$ cat src/rtl/nmpp_pkg.sv
`default_nettype none

package nmpp_pkg;

	// Characters the parser reacts to
	localparam logic [7:0] CH_LF    = 8'h0A;
	localparam logic [7:0] CH_COMMA = 8'h2C;
	localparam logic [7:0] CH_DOT   = 8'h2E;
	localparam logic [7:0] CH_0     = 8'h30;
	localparam logic [7:0] CH_9     = 8'h39;
	localparam logic [7:0] CH_S     = 8'h53;
	localparam logic [7:0] CH_W     = 8'h57;

	localparam int unsigned HDR_LEN = 6;
	localparam int unsigned NUM_HDR = 6;
	localparam int unsigned QUEUE_DEPTH = 4;

	typedef enum logic [1:0] {
		KIND_GGA = 2'd0,
		KIND_RMC = 2'd1,
		KIND_GLL = 2'd2
	} kind_t;

	typedef enum logic {
		TALK_GP = 1'b0,
		TALK_GN = 1'b1
	} talker_t;

	typedef enum logic [1:0] {
		FLD_LAT     = 2'd0,
		FLD_LAT_DIR = 2'd1,
		FLD_LON     = 2'd2,
		FLD_LON_DIR = 2'd3
	} fld_role_t;

	typedef struct packed {
		talker_t talker;
		kind_t   kind;
	} hdr_t;

	// Candidate headers, ordered talker * 3 + kind
	localparam logic [7:0] HDR_TEXT [NUM_HDR][HDR_LEN] = '{
		'{"$", "G", "P", "G", "G", "A"},
		'{"$", "G", "P", "R", "M", "C"},
		'{"$", "G", "P", "G", "L", "L"},
		'{"$", "G", "N", "G", "G", "A"},
		'{"$", "G", "N", "R", "M", "C"},
		'{"$", "G", "N", "G", "L", "L"}
	};
	localparam kind_t HDR_KIND [NUM_HDR] = '{
		KIND_GGA, KIND_RMC, KIND_GLL, KIND_GGA, KIND_RMC, KIND_GLL
	};
	localparam talker_t HDR_TALKER [NUM_HDR] = '{
		TALK_GP, TALK_GP, TALK_GP, TALK_GN, TALK_GN, TALK_GN
	};

	// Constant reciprocals for the divide-by-constant steps (floor of 2^32 / n)
	localparam logic [25:0] RECIP_100 = 26'd42949672;
	localparam logic [28:0] RECIP_15  = 29'd286331153;
	localparam logic [23:0] E7        = 24'd10000000;

	// Powers of ten up to 10^7
	function automatic logic [23:0] pow10(input logic [2:0] e);
		logic [23:0] p;
		unique case (e)
			3'd0: p = 24'd1;
			3'd1: p = 24'd10;
			3'd2: p = 24'd100;
			3'd3: p = 24'd1000;
			3'd4: p = 24'd10000;
			3'd5: p = 24'd100000;
			3'd6: p = 24'd1000000;
			3'd7: p = 24'd10000000;
		endcase
		return p;
	endfunction

	// Field index of a coordinate part for each sentence kind
	function automatic logic [3:0] fld_idx(input kind_t kind, input fld_role_t role);
		logic [3:0] base;
		unique case (kind)
			KIND_GGA: base = 4'd2;
			KIND_RMC: base = 4'd3;
			KIND_GLL: base = 4'd1;
			default:  base = 4'd1;
		endcase
		return base + 4'(role);
	endfunction

	// Lowest surviving candidate decides the header
	function automatic hdr_t decode_hdr(input logic [NUM_HDR-1:0] m);
		hdr_t h;
		h.talker = TALK_GP;
		h.kind   = KIND_GGA;
		for (int k = NUM_HDR - 1; k >= 0; k--) begin
			if (m[k]) begin
				h.talker = HDR_TALKER[k];
				h.kind   = HDR_KIND[k];
			end
		end
		return h;
	endfunction

endpackage

`default_nettype wire

$ cat src/rtl/nmpp_if.sv
`default_nettype none

// Byte stream channel
interface nmpp_byte_if;
	logic       valid;
	logic       ready;
	logic [7:0] data_byte;

	modport source (output valid, output data_byte, input ready);
	modport sink (input valid, input data_byte, output ready);
endinterface

// Position result channel
interface nmpp_pos_if;
	logic               valid;
	logic               ready;
	logic signed [34:0] latitude_e7;
	logic signed [34:0] longitude_e7;
	logic [1:0]         sentence_kind;
	logic               talker_kind;

	modport source (output valid, output latitude_e7, output longitude_e7,
		output sentence_kind, output talker_kind, input ready);
	modport sink (input valid, input latitude_e7, input longitude_e7,
		input sentence_kind, input talker_kind, output ready);
endinterface

`default_nettype wire

$ cat src/rtl/nmea_position_parser.sv
`default_nettype none

// NMEA 0183 position parser. Takes one received character per cycle on byte_in
// and gives one position record on pos_out for each $GPGGA/$GNGGA/$GPRMC/
// $GNRMC/$GPGLL/$GNGLL line that reaches its longitude direction field.
// Every cycle a byte can be taken: the line parser in front handles each
// byte in the cycle it arrives, and only stalls if the four-entry record
// queue is full. Behind the queue a six-stage conversion pipeline turns the
// captured ddmm.mmmm numbers into signed degrees in 1e-7 units, using
// constant-reciprocal multiplies for the divides by 100 and 60, and issues
// one record per cycle while pos_out is ready. A record reaches pos_out
// through the queue and then stages 1 to 6. No checksum is checked. No memory,
// no clearing pass after reset.
module nmea_position_parser
	import nmpp_pkg::*;
#(
	parameter int unsigned FRACTION_DIGITS = 5,
	parameter int unsigned INTEGER_LIMIT = 99999
) (
	input  wire        clk,
	input  wire        arst_n,
	nmpp_byte_if.sink  byte_in,
	nmpp_pos_if.source pos_out
);

	localparam int unsigned IW = $clog2(INTEGER_LIMIT + 1);
	localparam int unsigned FW = $clog2(pow10(3'(FRACTION_DIGITS)));
	localparam int unsigned NW = $clog2(FRACTION_DIGITS + 1);
	localparam int unsigned RW = 2 * (IW + FW + NW + 1) + 3;

	logic          fr_valid, fr_ready;
	logic [RW-1:0] fr_data;
	logic          bk_valid, bk_ready;
	logic [RW-1:0] bk_data;

	// Line parser: header match, field counting, digit capture
	nmpp_front #(
		.FRACTION_DIGITS(FRACTION_DIGITS),
		.INTEGER_LIMIT(INTEGER_LIMIT)
	) u_front (
		.clk(clk),
		.arst_n(arst_n),
		.byte_in(byte_in),
		.rec_valid(fr_valid),
		.rec_ready(fr_ready),
		.rec_data(fr_data)
	);

	// Record queue between parser and converter
	nmpp_fifo #(
		.WIDTH(RW),
		.DEPTH(QUEUE_DEPTH)
	) u_fifo (
		.clk(clk),
		.arst_n(arst_n),
		.push_valid(fr_valid),
		.push_ready(fr_ready),
		.push_data(fr_data),
		.pop_valid(bk_valid),
		.pop_ready(bk_ready),
		.pop_data(bk_data)
	);

	// Conversion pipeline
	nmpp_conv #(
		.FRACTION_DIGITS(FRACTION_DIGITS),
		.INTEGER_LIMIT(INTEGER_LIMIT)
	) u_conv (
		.clk(clk),
		.arst_n(arst_n),
		.rec_valid(bk_valid),
		.rec_ready(bk_ready),
		.rec_data(bk_data),
		.pos_out(pos_out)
	);

endmodule

`default_nettype wire

$ cat src/rtl/nmpp_front.sv
`default_nettype none

module nmpp_front
	import nmpp_pkg::*;
#(
	parameter int unsigned FRACTION_DIGITS = 5,
	parameter int unsigned INTEGER_LIMIT = 99999,
	localparam int unsigned IW = $clog2(INTEGER_LIMIT + 1),
	localparam int unsigned FW = $clog2(pow10(3'(FRACTION_DIGITS))),
	localparam int unsigned NW = $clog2(FRACTION_DIGITS + 1),
	localparam int unsigned CW = IW + FW + NW + 1,
	localparam int unsigned RW = 2 * CW + 3
) (
	input  wire           clk,
	input  wire           arst_n,
	nmpp_byte_if.sink     byte_in,
	output logic          rec_valid,
	input  wire           rec_ready,
	output logic [RW-1:0] rec_data
);

	logic [2:0]         pos_q, pos_n;
	logic [NUM_HDR-1:0] match_q, match_n, hm;
	logic               rej_q, rej_n;
	logic [3:0]         fidx_q, fidx_n;
	logic               bac_q, bac_n;
	logic [IW-1:0]      int_q [2];
	logic [IW-1:0]      int_n [2];
	logic [FW-1:0]      frac_q [2];
	logic [FW-1:0]      frac_n [2];
	logic [NW-1:0]      cnt_q [2];
	logic [NW-1:0]      cnt_n [2];
	logic [1:0]         dot_q, dot_n, stop_q, stop_n, neg_q, neg_n;

	logic [7:0]      c;
	logic            acc, is_lf, is_digit, emit;
	logic [3:0]      digit;
	hdr_t            hdr;
	logic [3:0]      num_sel [2];
	logic [3:0]      dir_sel [2];
	logic [3:0]      lon_dir;
	logic [IW+3:0]   int_acc [2];
	logic [FW+3:0]   frac_acc [2];

	assign c        = byte_in.data_byte;
	assign acc      = byte_in.valid && byte_in.ready;
	assign is_lf    = (c == CH_LF);
	assign is_digit = (c >= CH_0) && (c <= CH_9);
	assign digit    = 4'(c - CH_0);
	assign byte_in.ready = rec_ready;

	// Decode header and pick field indexes for this sentence
	assign hdr        = decode_hdr(match_q);
	assign num_sel[0] = fld_idx(hdr.kind, FLD_LAT);
	assign dir_sel[0] = fld_idx(hdr.kind, FLD_LAT_DIR);
	assign num_sel[1] = fld_idx(hdr.kind, FLD_LON);
	assign dir_sel[1] = fld_idx(hdr.kind, FLD_LON_DIR);
	assign lon_dir    = dir_sel[1];

	// Emit a record at newline once the longitude direction field was reached
	assign emit = !rej_q && (pos_q == 3'(HDR_LEN)) &&
		((fidx_q > lon_dir) || ((fidx_q == lon_dir) && bac_q));
	assign rec_valid = acc && is_lf && emit;

	always_comb begin
		rec_data[2*CW +: 2] = hdr.kind;
		rec_data[2*CW + 2]  = hdr.talker;
		for (int l = 0; l < 2; l++) begin
			rec_data[l*CW +: IW]          = int_q[l];
			rec_data[l*CW + IW +: FW]     = frac_q[l];
			rec_data[l*CW + IW + FW +: NW] = cnt_q[l];
			rec_data[l*CW + IW + FW + NW] = neg_q[l];
		end
	end

	// Header comparison against every candidate at the current position
	always_comb begin
		for (int k = 0; k < NUM_HDR; k++) begin
			hm[k] = (HDR_TEXT[k][pos_q] == c);
		end
	end

	// Digit accumulation for both coordinates
	always_comb begin
		for (int l = 0; l < 2; l++) begin
			int_acc[l]  = (IW+4)'(int_q[l]) * (IW+4)'(10) + (IW+4)'(digit);
			frac_acc[l] = (FW+4)'(frac_q[l]) * (FW+4)'(10) + (FW+4)'(digit);
		end
	end

	// Next line state
	always_comb begin
		pos_n   = pos_q;
		match_n = match_q;
		rej_n   = rej_q;
		fidx_n  = fidx_q;
		bac_n   = bac_q;
		dot_n   = dot_q;
		stop_n  = stop_q;
		neg_n   = neg_q;
		for (int l = 0; l < 2; l++) begin
			int_n[l]  = int_q[l];
			frac_n[l] = frac_q[l];
			cnt_n[l]  = cnt_q[l];
		end
		if (acc) begin
			if (is_lf) begin
				// clear everything for the next line
				pos_n   = '0;
				match_n = '1;
				rej_n   = 1'b0;
				fidx_n  = '0;
				bac_n   = 1'b0;
				dot_n   = '0;
				stop_n  = '0;
				neg_n   = '0;
				for (int l = 0; l < 2; l++) begin
					int_n[l]  = '0;
					frac_n[l] = '0;
					cnt_n[l]  = '0;
				end
			end else if (!rej_q) begin
				if (pos_q < 3'(HDR_LEN)) begin
					match_n = match_q & hm;
					pos_n   = pos_q + 3'd1;
					if ((match_q & hm) == '0) begin
						rej_n = 1'b1;
					end
					bac_n = 1'b1;
				end else if (c == CH_COMMA) begin
					if (fidx_q != 4'hF) begin
						fidx_n = fidx_q + 4'd1;
					end
					bac_n = 1'b0;
				end else begin
					for (int l = 0; l < 2; l++) begin
						if (fidx_q == num_sel[l]) begin
							if (!stop_q[l]) begin
								if (is_digit) begin
									if (dot_q[l]) begin
										if (cnt_q[l] < NW'(FRACTION_DIGITS)) begin
											frac_n[l] = FW'(frac_acc[l]);
											cnt_n[l]  = cnt_q[l] + NW'(1);
										end
									end else if (int_acc[l] > (IW+4)'(INTEGER_LIMIT)) begin
										int_n[l] = IW'(INTEGER_LIMIT);
									end else begin
										int_n[l] = IW'(int_acc[l]);
									end
								end else if ((c == CH_DOT) && !dot_q[l]) begin
									dot_n[l] = 1'b1;
								end else begin
									stop_n[l] = 1'b1;
								end
							end
						end else if ((fidx_q == dir_sel[l]) && !bac_q) begin
							neg_n[l] = (c == CH_S) || (c == CH_W);
						end
					end
					bac_n = 1'b1;
				end
			end
		end
	end

	// Line state registers
	always_ff @(posedge clk or negedge arst_n) begin
		if (!arst_n) begin
			pos_q   <= '0;
			match_q <= '1;
			rej_q   <= 1'b0;
			fidx_q  <= '0;
			bac_q   <= 1'b0;
			dot_q   <= '0;
			stop_q  <= '0;
			neg_q   <= '0;
			for (int l = 0; l < 2; l++) begin
				int_q[l]  <= '0;
				frac_q[l] <= '0;
				cnt_q[l]  <= '0;
			end
		end else begin
			pos_q   <= pos_n;
			match_q <= match_n;
			rej_q   <= rej_n;
			fidx_q  <= fidx_n;
			bac_q   <= bac_n;
			dot_q   <= dot_n;
			stop_q  <= stop_n;
			neg_q   <= neg_n;
			for (int l = 0; l < 2; l++) begin
				int_q[l]  <= int_n[l];
				frac_q[l] <= frac_n[l];
				cnt_q[l]  <= cnt_n[l];
			end
		end
	end

	a_newline_clears: assert property (@(posedge clk) disable iff (!arst_n)
		acc && is_lf |=> (pos_q == 3'd0) && !rej_q && (fidx_q == 4'd0) && !bac_q)
		else $error("line state not cleared after newline");

	a_live_header: assert property (@(posedge clk) disable iff (!arst_n)
		!rej_q |-> (match_q != '0))
		else $error("header accepted with no surviving candidate");

	a_frac_count: assert property (@(posedge clk) disable iff (!arst_n)
		(cnt_q[0] <= NW'(FRACTION_DIGITS)) && (cnt_q[1] <= NW'(FRACTION_DIGITS)))
		else $error("fraction digit count beyond limit");

endmodule

`default_nettype wire

$ cat src/rtl/nmpp_fifo.sv
`default_nettype none

// Register queue; DEPTH is a power of two so the pointers wrap by themselves
module nmpp_fifo #(
	parameter int unsigned WIDTH = 8,
	parameter int unsigned DEPTH = 4,
	localparam int unsigned AW = $clog2(DEPTH),
	localparam int unsigned NW = $clog2(DEPTH + 1)
) (
	input  wire              clk,
	input  wire              arst_n,
	input  wire              push_valid,
	output logic             push_ready,
	input  wire  [WIDTH-1:0] push_data,
	output logic             pop_valid,
	input  wire              pop_ready,
	output logic [WIDTH-1:0] pop_data
);

	logic [WIDTH-1:0] mem_q [DEPTH];
	logic [AW-1:0]    wr_q, rd_q;
	logic [NW-1:0]    cnt_q;
	logic             push, pop;

	assign push_ready = (cnt_q != NW'(DEPTH));
	assign pop_valid  = (cnt_q != '0);
	assign pop_data   = mem_q[rd_q];
	assign push = push_valid && push_ready;
	assign pop  = pop_valid && pop_ready;

	// Store entries
	always_ff @(posedge clk) begin
		if (push) begin
			mem_q[wr_q] <= push_data;
		end
	end

	// Advance pointers and fill count
	always_ff @(posedge clk or negedge arst_n) begin
		if (!arst_n) begin
			wr_q  <= '0;
			rd_q  <= '0;
			cnt_q <= '0;
		end else begin
			if (push) begin
				wr_q <= wr_q + AW'(1);
			end
			if (pop) begin
				rd_q <= rd_q + AW'(1);
			end
			if (push && !pop) begin
				cnt_q <= cnt_q + NW'(1);
			end else if (pop && !push) begin
				cnt_q <= cnt_q - NW'(1);
			end
		end
	end

	a_cnt_bound: assert property (@(posedge clk) disable iff (!arst_n)
		cnt_q <= NW'(DEPTH))
		else $error("queue fill count beyond depth");

	a_cnt_push: assert property (@(posedge clk) disable iff (!arst_n)
		push && !pop |=> cnt_q == $past(cnt_q) + NW'(1))
		else $error("queue count missed a push");

	a_pop_hold: assert property (@(posedge clk) disable iff (!arst_n)
		pop_valid && !pop_ready |=> pop_valid && $stable(pop_data))
		else $error("queue head changed while waiting");

endmodule

`default_nettype wire

$ cat src/rtl/nmpp_conv.sv
`default_nettype none

// Six-stage conversion of ddmm.mmmm records into signed 1e-7 degrees
module nmpp_conv
	import nmpp_pkg::*;
#(
	parameter int unsigned FRACTION_DIGITS = 5,
	parameter int unsigned INTEGER_LIMIT = 99999,
	localparam int unsigned IW = $clog2(INTEGER_LIMIT + 1),
	localparam int unsigned FW = $clog2(pow10(3'(FRACTION_DIGITS))),
	localparam int unsigned NW = $clog2(FRACTION_DIGITS + 1),
	localparam int unsigned CW = IW + FW + NW + 1,
	localparam int unsigned RW = 2 * CW + 3
) (
	input  wire           clk,
	input  wire           arst_n,
	input  wire           rec_valid,
	output logic          rec_ready,
	input  wire  [RW-1:0] rec_data,
	nmpp_pos_if.source    pos_out
);

	localparam int unsigned QW   = IW - 6;
	localparam int unsigned DPW  = QW + 24;
	localparam int unsigned SUMW = (DPW + 1 > 35) ? DPW + 1 : 35;
	localparam logic [23:0] SHIFT_SCALE = pow10(3'(7 - FRACTION_DIGITS));

	logic vld_s1, vld_s2, vld_s3, vld_s4, vld_s5, vld_s6;
	logic adv1, adv2, adv3, adv4, adv5, adv6;

	logic [1:0] kind_s1, kind_s2, kind_s3, kind_s4, kind_s5, kind_s6;
	logic       talk_s1, talk_s2, talk_s3, talk_s4, talk_s5, talk_s6;
	logic [1:0] neg_s1, neg_s2, neg_s3, neg_s4, neg_s5;

	logic [IW-1:0]    int_in [2];
	logic [FW-1:0]    frac_in [2];
	logic [NW-1:0]    cnt_in [2];
	logic [IW+25:0]   prod100 [2];
	logic [FW+23:0]   prodfs [2];
	logic [7:0]       rem100 [2];
	logic [56:0]      prod15 [2];
	logic [4:0]       rem15 [2];
	logic [SUMW-1:0]  sum [2];

	logic [IW-1:0]   int_s1 [2];
	logic [QW-1:0]   q100_s1 [2];
	logic [FW-1:0]   fs_s1 [2];
	logic [QW-1:0]   deg_s2 [2];
	logic [6:0]      mm_s2 [2];
	logic [FW-1:0]   fs_s2 [2];
	logic [29:0]     min_s3 [2];
	logic [DPW-1:0]  degp_s3 [2];
	logic [27:0]     x_s4 [2];
	logic [23:0]     q15_s4 [2];
	logic [DPW-1:0]  degp_s4 [2];
	logic [23:0]     q15_s5 [2];
	logic [DPW-1:0]  degp_s5 [2];
	logic [34:0]     val_s6 [2];

	// Stall chain from the output register backwards
	assign adv6 = !vld_s6 || pos_out.ready;
	assign adv5 = !vld_s5 || adv6;
	assign adv4 = !vld_s4 || adv5;
	assign adv3 = !vld_s3 || adv4;
	assign adv2 = !vld_s2 || adv3;
	assign adv1 = !vld_s1 || adv2;
	assign rec_ready = adv1;

	always_ff @(posedge clk or negedge arst_n) begin
		if (!arst_n) begin
			vld_s1 <= 1'b0;
			vld_s2 <= 1'b0;
			vld_s3 <= 1'b0;
			vld_s4 <= 1'b0;
			vld_s5 <= 1'b0;
			vld_s6 <= 1'b0;
		end else begin
			if (adv1) vld_s1 <= rec_valid;
			if (adv2) vld_s2 <= vld_s1;
			if (adv3) vld_s3 <= vld_s2;
			if (adv4) vld_s4 <= vld_s3;
			if (adv5) vld_s5 <= vld_s4;
			if (adv6) vld_s6 <= vld_s5;
		end
	end

	// Unpack and compute per-lane arithmetic
	always_comb begin
		for (int l = 0; l < 2; l++) begin
			int_in[l]  = rec_data[l*CW +: IW];
			frac_in[l] = rec_data[l*CW + IW +: FW];
			cnt_in[l]  = rec_data[l*CW + IW + FW +: NW];
			prod100[l] = (IW+26)'(int_in[l]) * (IW+26)'(RECIP_100);
			prodfs[l]  = (FW+24)'(frac_in[l]) *
				(FW+24)'(pow10(3'(FRACTION_DIGITS) - 3'(cnt_in[l])));
			rem100[l]  = 8'(int_s1[l] - IW'(q100_s1[l]) * IW'(100));
			prod15[l]  = 57'(min_s3[l][29:2]) * 57'(RECIP_15);
			rem15[l]   = 5'(x_s4[l] - 28'(q15_s4[l]) * 28'd15);
			sum[l]     = SUMW'(degp_s5[l]) + SUMW'(q15_s5[l]);
		end
	end

	// Stage 1: reciprocal estimate of degrees, scale fraction to full digits
	always_ff @(posedge clk) begin
		if (adv1) begin
			kind_s1 <= rec_data[2*CW +: 2];
			talk_s1 <= rec_data[2*CW + 2];
			for (int l = 0; l < 2; l++) begin
				neg_s1[l]  <= rec_data[l*CW + IW + FW + NW];
				int_s1[l]  <= int_in[l];
				q100_s1[l] <= prod100[l][IW+25:32];
				fs_s1[l]   <= FW'(prodfs[l]);
			end
		end
	end

	// Stage 2: correct degrees, split off whole minutes
	always_ff @(posedge clk) begin
		if (adv2) begin
			kind_s2 <= kind_s1;
			talk_s2 <= talk_s1;
			neg_s2  <= neg_s1;
			for (int l = 0; l < 2; l++) begin
				fs_s2[l] <= fs_s1[l];
				if (rem100[l] >= 8'd100) begin
					deg_s2[l] <= q100_s1[l] + QW'(1);
					mm_s2[l]  <= 7'(rem100[l] - 8'd100);
				end else begin
					deg_s2[l] <= q100_s1[l];
					mm_s2[l]  <= 7'(rem100[l]);
				end
			end
		end
	end

	// Stage 3: minutes in 1e-7 units, degrees in 1e-7 units
	always_ff @(posedge clk) begin
		if (adv3) begin
			kind_s3 <= kind_s2;
			talk_s3 <= talk_s2;
			neg_s3  <= neg_s2;
			for (int l = 0; l < 2; l++) begin
				min_s3[l]  <= 30'(mm_s2[l]) * 30'(E7) + 30'(fs_s2[l]) * 30'(SHIFT_SCALE);
				degp_s3[l] <= DPW'(deg_s2[l]) * DPW'(E7);
			end
		end
	end

	// Stage 4: divide minutes by four, then estimate the divide by fifteen
	always_ff @(posedge clk) begin
		if (adv4) begin
			kind_s4 <= kind_s3;
			talk_s4 <= talk_s3;
			neg_s4  <= neg_s3;
			for (int l = 0; l < 2; l++) begin
				x_s4[l]    <= min_s3[l][29:2];
				q15_s4[l]  <= prod15[l][55:32];
				degp_s4[l] <= degp_s3[l];
			end
		end
	end

	// Stage 5: correct the divide by fifteen
	always_ff @(posedge clk) begin
		if (adv5) begin
			kind_s5 <= kind_s4;
			talk_s5 <= talk_s4;
			neg_s5  <= neg_s4;
			for (int l = 0; l < 2; l++) begin
				degp_s5[l] <= degp_s4[l];
				q15_s5[l]  <= q15_s4[l] + 24'(rem15[l] >= 5'd15);
			end
		end
	end

	// Stage 6: add, apply sign, hold for the sink
	always_ff @(posedge clk) begin
		if (adv6) begin
			kind_s6 <= kind_s5;
			talk_s6 <= talk_s5;
			for (int l = 0; l < 2; l++) begin
				if (neg_s5[l]) begin
					val_s6[l] <= 35'(SUMW'(0) - sum[l]);
				end else begin
					val_s6[l] <= 35'(sum[l]);
				end
			end
		end
	end

	assign pos_out.valid         = vld_s6;
	assign pos_out.latitude_e7   = val_s6[0];
	assign pos_out.longitude_e7  = val_s6[1];
	assign pos_out.sentence_kind = kind_s6;
	assign pos_out.talker_kind   = talk_s6;

	a_stage_hold: assert property (@(posedge clk) disable iff (!arst_n)
		vld_s5 && vld_s6 && !pos_out.ready |=> vld_s5 && vld_s6)
		else $error("pipeline stage dropped a transaction under backpressure");

	a_out_hold: assert property (@(posedge clk) disable iff (!arst_n)
		pos_out.valid && !pos_out.ready |=> pos_out.valid &&
		$stable(pos_out.latitude_e7) && $stable(pos_out.longitude_e7) &&
		$stable(pos_out.sentence_kind) && $stable(pos_out.talker_kind))
		else $error("output transaction changed while waiting");

	a_ready_when_empty: assert property (@(posedge clk) disable iff (!arst_n)
		!vld_s1 |-> rec_ready)
		else $error("input refused with an empty first stage");

endmodule

`default_nettype wire

$ cat src/flat_wrapper.sv
// flat-port wrapper written by rule: the top's interface ports become plain ports
module nmea_position_parser_flat import nmpp_pkg::*;
#(
	parameter int unsigned FRACTION_DIGITS = 5,
	parameter int unsigned INTEGER_LIMIT = 99999
)
  (clk, arst_n, byte_in_valid, byte_in_data_byte, byte_in_ready, pos_out_valid, pos_out_latitude_e7, pos_out_longitude_e7, pos_out_sentence_kind, pos_out_talker_kind, pos_out_ready);
  nmpp_byte_if byte_in_i ();
  nmpp_pos_if pos_out_i ();
  input  wire clk;
  input  wire arst_n;
  input wire logic [$bits(byte_in_i.valid)-1:0] byte_in_valid;
  input wire logic [$bits(byte_in_i.data_byte)-1:0] byte_in_data_byte;
  output wire logic [$bits(byte_in_i.ready)-1:0] byte_in_ready;
  output wire logic [$bits(pos_out_i.valid)-1:0] pos_out_valid;
  output wire logic [$bits(pos_out_i.latitude_e7)-1:0] pos_out_latitude_e7;
  output wire logic [$bits(pos_out_i.longitude_e7)-1:0] pos_out_longitude_e7;
  output wire logic [$bits(pos_out_i.sentence_kind)-1:0] pos_out_sentence_kind;
  output wire logic [$bits(pos_out_i.talker_kind)-1:0] pos_out_talker_kind;
  input wire logic [$bits(pos_out_i.ready)-1:0] pos_out_ready;
  assign byte_in_i.valid = byte_in_valid;
  assign byte_in_i.data_byte = byte_in_data_byte;
  assign byte_in_ready = byte_in_i.ready;
  assign pos_out_valid = pos_out_i.valid;
  assign pos_out_latitude_e7 = pos_out_i.latitude_e7;
  assign pos_out_longitude_e7 = pos_out_i.longitude_e7;
  assign pos_out_sentence_kind = pos_out_i.sentence_kind;
  assign pos_out_talker_kind = pos_out_i.talker_kind;
  assign pos_out_i.ready = pos_out_ready;
  nmea_position_parser #(.FRACTION_DIGITS(FRACTION_DIGITS), .INTEGER_LIMIT(INTEGER_LIMIT)) u_core (.clk(clk), .arst_n(arst_n), .byte_in(byte_in_i), .pos_out(pos_out_i));
endmodule
$ cat config.mk
export PLATFORM = sky130hd
export DESIGN_NAME = nmea_position_parser_flat
export DESIGN_NICKNAME = d
export VERILOG_FILES = /design/src/rtl/nmpp_pkg.sv /design/src/rtl/nmpp_if.sv /design/src/rtl/nmea_position_parser.sv /design/src/rtl/nmpp_front.sv /design/src/rtl/nmpp_fifo.sv /design/src/rtl/nmpp_conv.sv /design/src/flat_wrapper.sv
export SDC_FILE = /design/constraint.sdc
export NUM_CORES = 2
export LEC_CHECK = 0
export ABC_AREA = 1
export BUFFER_PORTS_ARGS = -buffer_cell sky130_fd_sc_hd__buf_2
export CAP_MARGIN = 20
export CORE_ASPECT_RATIO = 1.5
export CORE_MARGIN = 1
export CORE_UTILIZATION = 60
export DETAILED_ROUTE_END_ITERATION = 12
export PLACE_DENSITY = 0.86
export SLEW_MARGIN = 30
export SYNTH_ARGS = -nofsm -noshare
export SYNTH_HDL_FRONTEND = slang
export SYNTH_SLANG_ARGS = --single-unit
$ cat constraint.sdc
create_clock -name clk -period 11.55 [get_ports clk]
set_input_delay 1.7325 -clock clk [delete_from_list [all_inputs] [get_ports clk]]
set_output_delay 1.7325 -clock clk [all_outputs]
set_load 0.01 [all_outputs]
==> run metrics <==
part of the cycle the worst path needs 72.3%; Pre-antenna DRT Iters 6; H-tree depth 3; Port Buffer Count 86; clock root buffer master clkbuf_16; Hold Crit Class register to register; CP max stage delay 0.76 ns; Setup CP Type register to register; number of fill cells in the layout 12500; top-area cell type share of the netlist area 27.9%; CP most frequent cell inv_1; Post CTS Setup Buffer Count 0; CTS Buf Count 93; FMAX 0.120 GHz; Die W 327 um; Final #Nets 12600; Final Hold Viols 0; Synth top cells by count inv_1, nand2_1, ha_1, edfxtp_1, nor2_1; MaxCap Viol Count 0; WP data arrival 8.84 ns; Via density 5.55; slowest CP cell dfrtp_4; first-pass GRT wire length 356000 um; vias in the first global route 73000; P&R area growth vs syn 6.40%; Period minus WS final 8.35 ns; HPWL after DPL 178000 um; largest net degree at the start of global routing 89; most common cell in the netlist inv_1; Synth area leaders edfxtp_1, ha_1, fa_1; final setup vio count 0; mapped cell area 95200 um2; CP Launch Type register; average size of a mapped cell 9.28 um2; Setup TNS Final 0 ns; # rows 178; DRT iter0 DRCs 3951; Net Count, Synth 12400; post_cts resized 0; Clk Latency, worst-skew pair 0.75 ns; Seq cells post-synth 994; initial antenna violation count 5; crit path capture type register; Distinct cells, synth 82; Worst Path Required 12.04 ns; Top FF cell, synth edfxtp_1; R2R cell count 27; Least-Margin Pin Slew 1.00 ns; GR Util All Layers 27.5%; CTS Hold Bufs 0; die height 490 um; Cells after Synth 10300; slew margin rel. 32.4%; max-slew violations 0; CTS tree built; share of cells above drive strength 1 4.61%; clock slew at reported path FFs 0.07 ns; Remaining DRCs 0; Post-Route WL 219000 um; EDFF count, synth 886; routed len/inst 17.4 um; Num Clock Sinks 994; Final GP Congestion 0.973; final core utilization 64.4%; Initial Util 60.6%; setup repair after global routing missed its margin false; clock buffer depth 3; hold path depth 0; die area 160000 um2; Congestion Overflow GR 0; vias 69600; crit path max fanout 81; Yosys Warn Count 0; Core ar. 157000 um2; FFs w/ async S/R, synth 10.9%; final antenna-violating net count 0; register area share after synthesis 30.8%; final clock skew 0.0391 ns; Ports 87; outcome complete, no violations; area leader, netlist edfxtp_1
logic make-up after synthesis:
logic type | Yosys count | share of synthesized area [%]
and+or+nand+nor | 3194 | 14.2
xor gates and xnor gates | 507 | 4.68
muxes | 1 | 0.0118
AOI/OAI and AO/OA | 1187 | 7.44
DFF | 994 | 30.8
buffers and inverters | 2227 | 8.90
adders and majority gates | 2148 | 34.0
state kept, by name (all words and copies together) (netlist names), 34 cells and up:
| register | cells |
|---|---|
| u_core.u_conv.q15_s4 | 48 |
| u_core.u_conv.degp_s3 | 56 |
| u_core.u_fifo.mem_q | 316 |
| u_core.u_front.rec_data | 74 |
| u_core.u_conv.q15_s5 | 48 |
| u_core.u_conv.fs_s2 | 34 |
| u_core.u_conv.val_s6 | 70 |
| u_core.u_conv.degp_s5 | 56 |
| u_core.u_conv.fs_s1 | 34 |
| u_core.u_conv.min_s3 | 56 |
| u_core.u_conv.degp_s4 | 56 |
critical path, delay by kind of cell (launching register included):
family,cells,cell delay [ns]
adder cells (fa/ha/maj),7,3.11
XOR/XNOR,1,0.14
flip-flops,1,0.76
AO/OA/AOI/OAI,5,1.51
buffers and inverters,8,1.96
AND/OR/NAND/NOR,6,0.54
area by class of cell:
class                           instances  area [um2]  share of cell area, %
Antenna cell                            1        2.50                0.00247
Clock buffer                          113        2470                   2.44
Clock inverter                         61         664                  0.656
Inverter                             2142        8060                   7.96
Multi-Input combinational cell       7037       57500                   56.7
Sequential cell                       994       29300                   28.9
Tap cell                             2070        2590                   2.56
Timing Repair Buffer                  122         723                  0.714
final timing paths:
check | start | to | slack (ns)
setup / recovery | u_core.u_fifo.rd_q[0]$_DFFE_PN0P_ | u_core.u_conv.q100_s1[0][18]$_DFFE_PN_ | 3.20
hold / removal | u_core.u_conv.degp_s3[0][12]$_DFFE_PP_ | u_core.u_conv.degp_s4[0][19]$_DFFE_PP_ | 0.41
setup reg to reg | u_core.u_fifo.rd_q[0]$_DFFE_PN0P_ | u_core.u_conv.q100_s1[0][18]$_DFFE_PN_ | 3.20
hold reg to reg | u_core.u_conv.degp_s3[0][12]$_DFFE_PP_ | u_core.u_conv.degp_s4[0][19]$_DFFE_PP_ | 0.41
max in group asynchronous | arst_n | u_core.u_front.rec_data[30]$_DFFE_PN0P_ | 9.37
min in group asynchronous | arst_n | u_core.u_conv.vld_s5$_DFFE_PN0P_ | 0.94
cell usage in the layout (no fill, tap or decap), types with 89 or more instances in the layout:
master     synthesis  routed
a21oi_1          489     489
clkbuf_16          0      94
dfrtp_1          102     101
edfxtp_1         886     886
fa_1             731     731
ha_1            1417    1417
inv_1           2115    2112
nand2_1         1665    1664
nand3_1          327     326
nand4_1          109     109
nor2_1           780     776
o21ai_0          342     342
or2_2             89      89
xnor2_1          157     157
xor2_1           348     348
stage by stage:
stage / area (um2) / setup slack, ns / hold slack (ns) / instances
after detailed placement: 98100 / 3.16 / 0.405 / 12400
after CTS: 101000 / 3.18 / 0.415 / 12500
after floorplan: 95200 / 0.526 / 0.400 / 10300
after global placement: 98100 / 3.25 / 0.401 / 12400
final: 101000 / 3.20 / 0.414 / 12500
after global routing: 101000 / 2.69 / 0.413 / 12500
routing by layer:
metal	GRT usage (%)	vias to the layer above	share of wire, %	wire, um
li1	-	33700	-	-
met1	29.8	33600	38	82500
met2	52.7	1756	54	117000
met3	2.40	579	3.5	7630
met4	13.5	2	5.0	11000
met5	0	-	0.0087	19
Power is left out: the tool's default activity adds up to more than one toggle a clock period on the data nets, which glitch-free logic cannot reach.
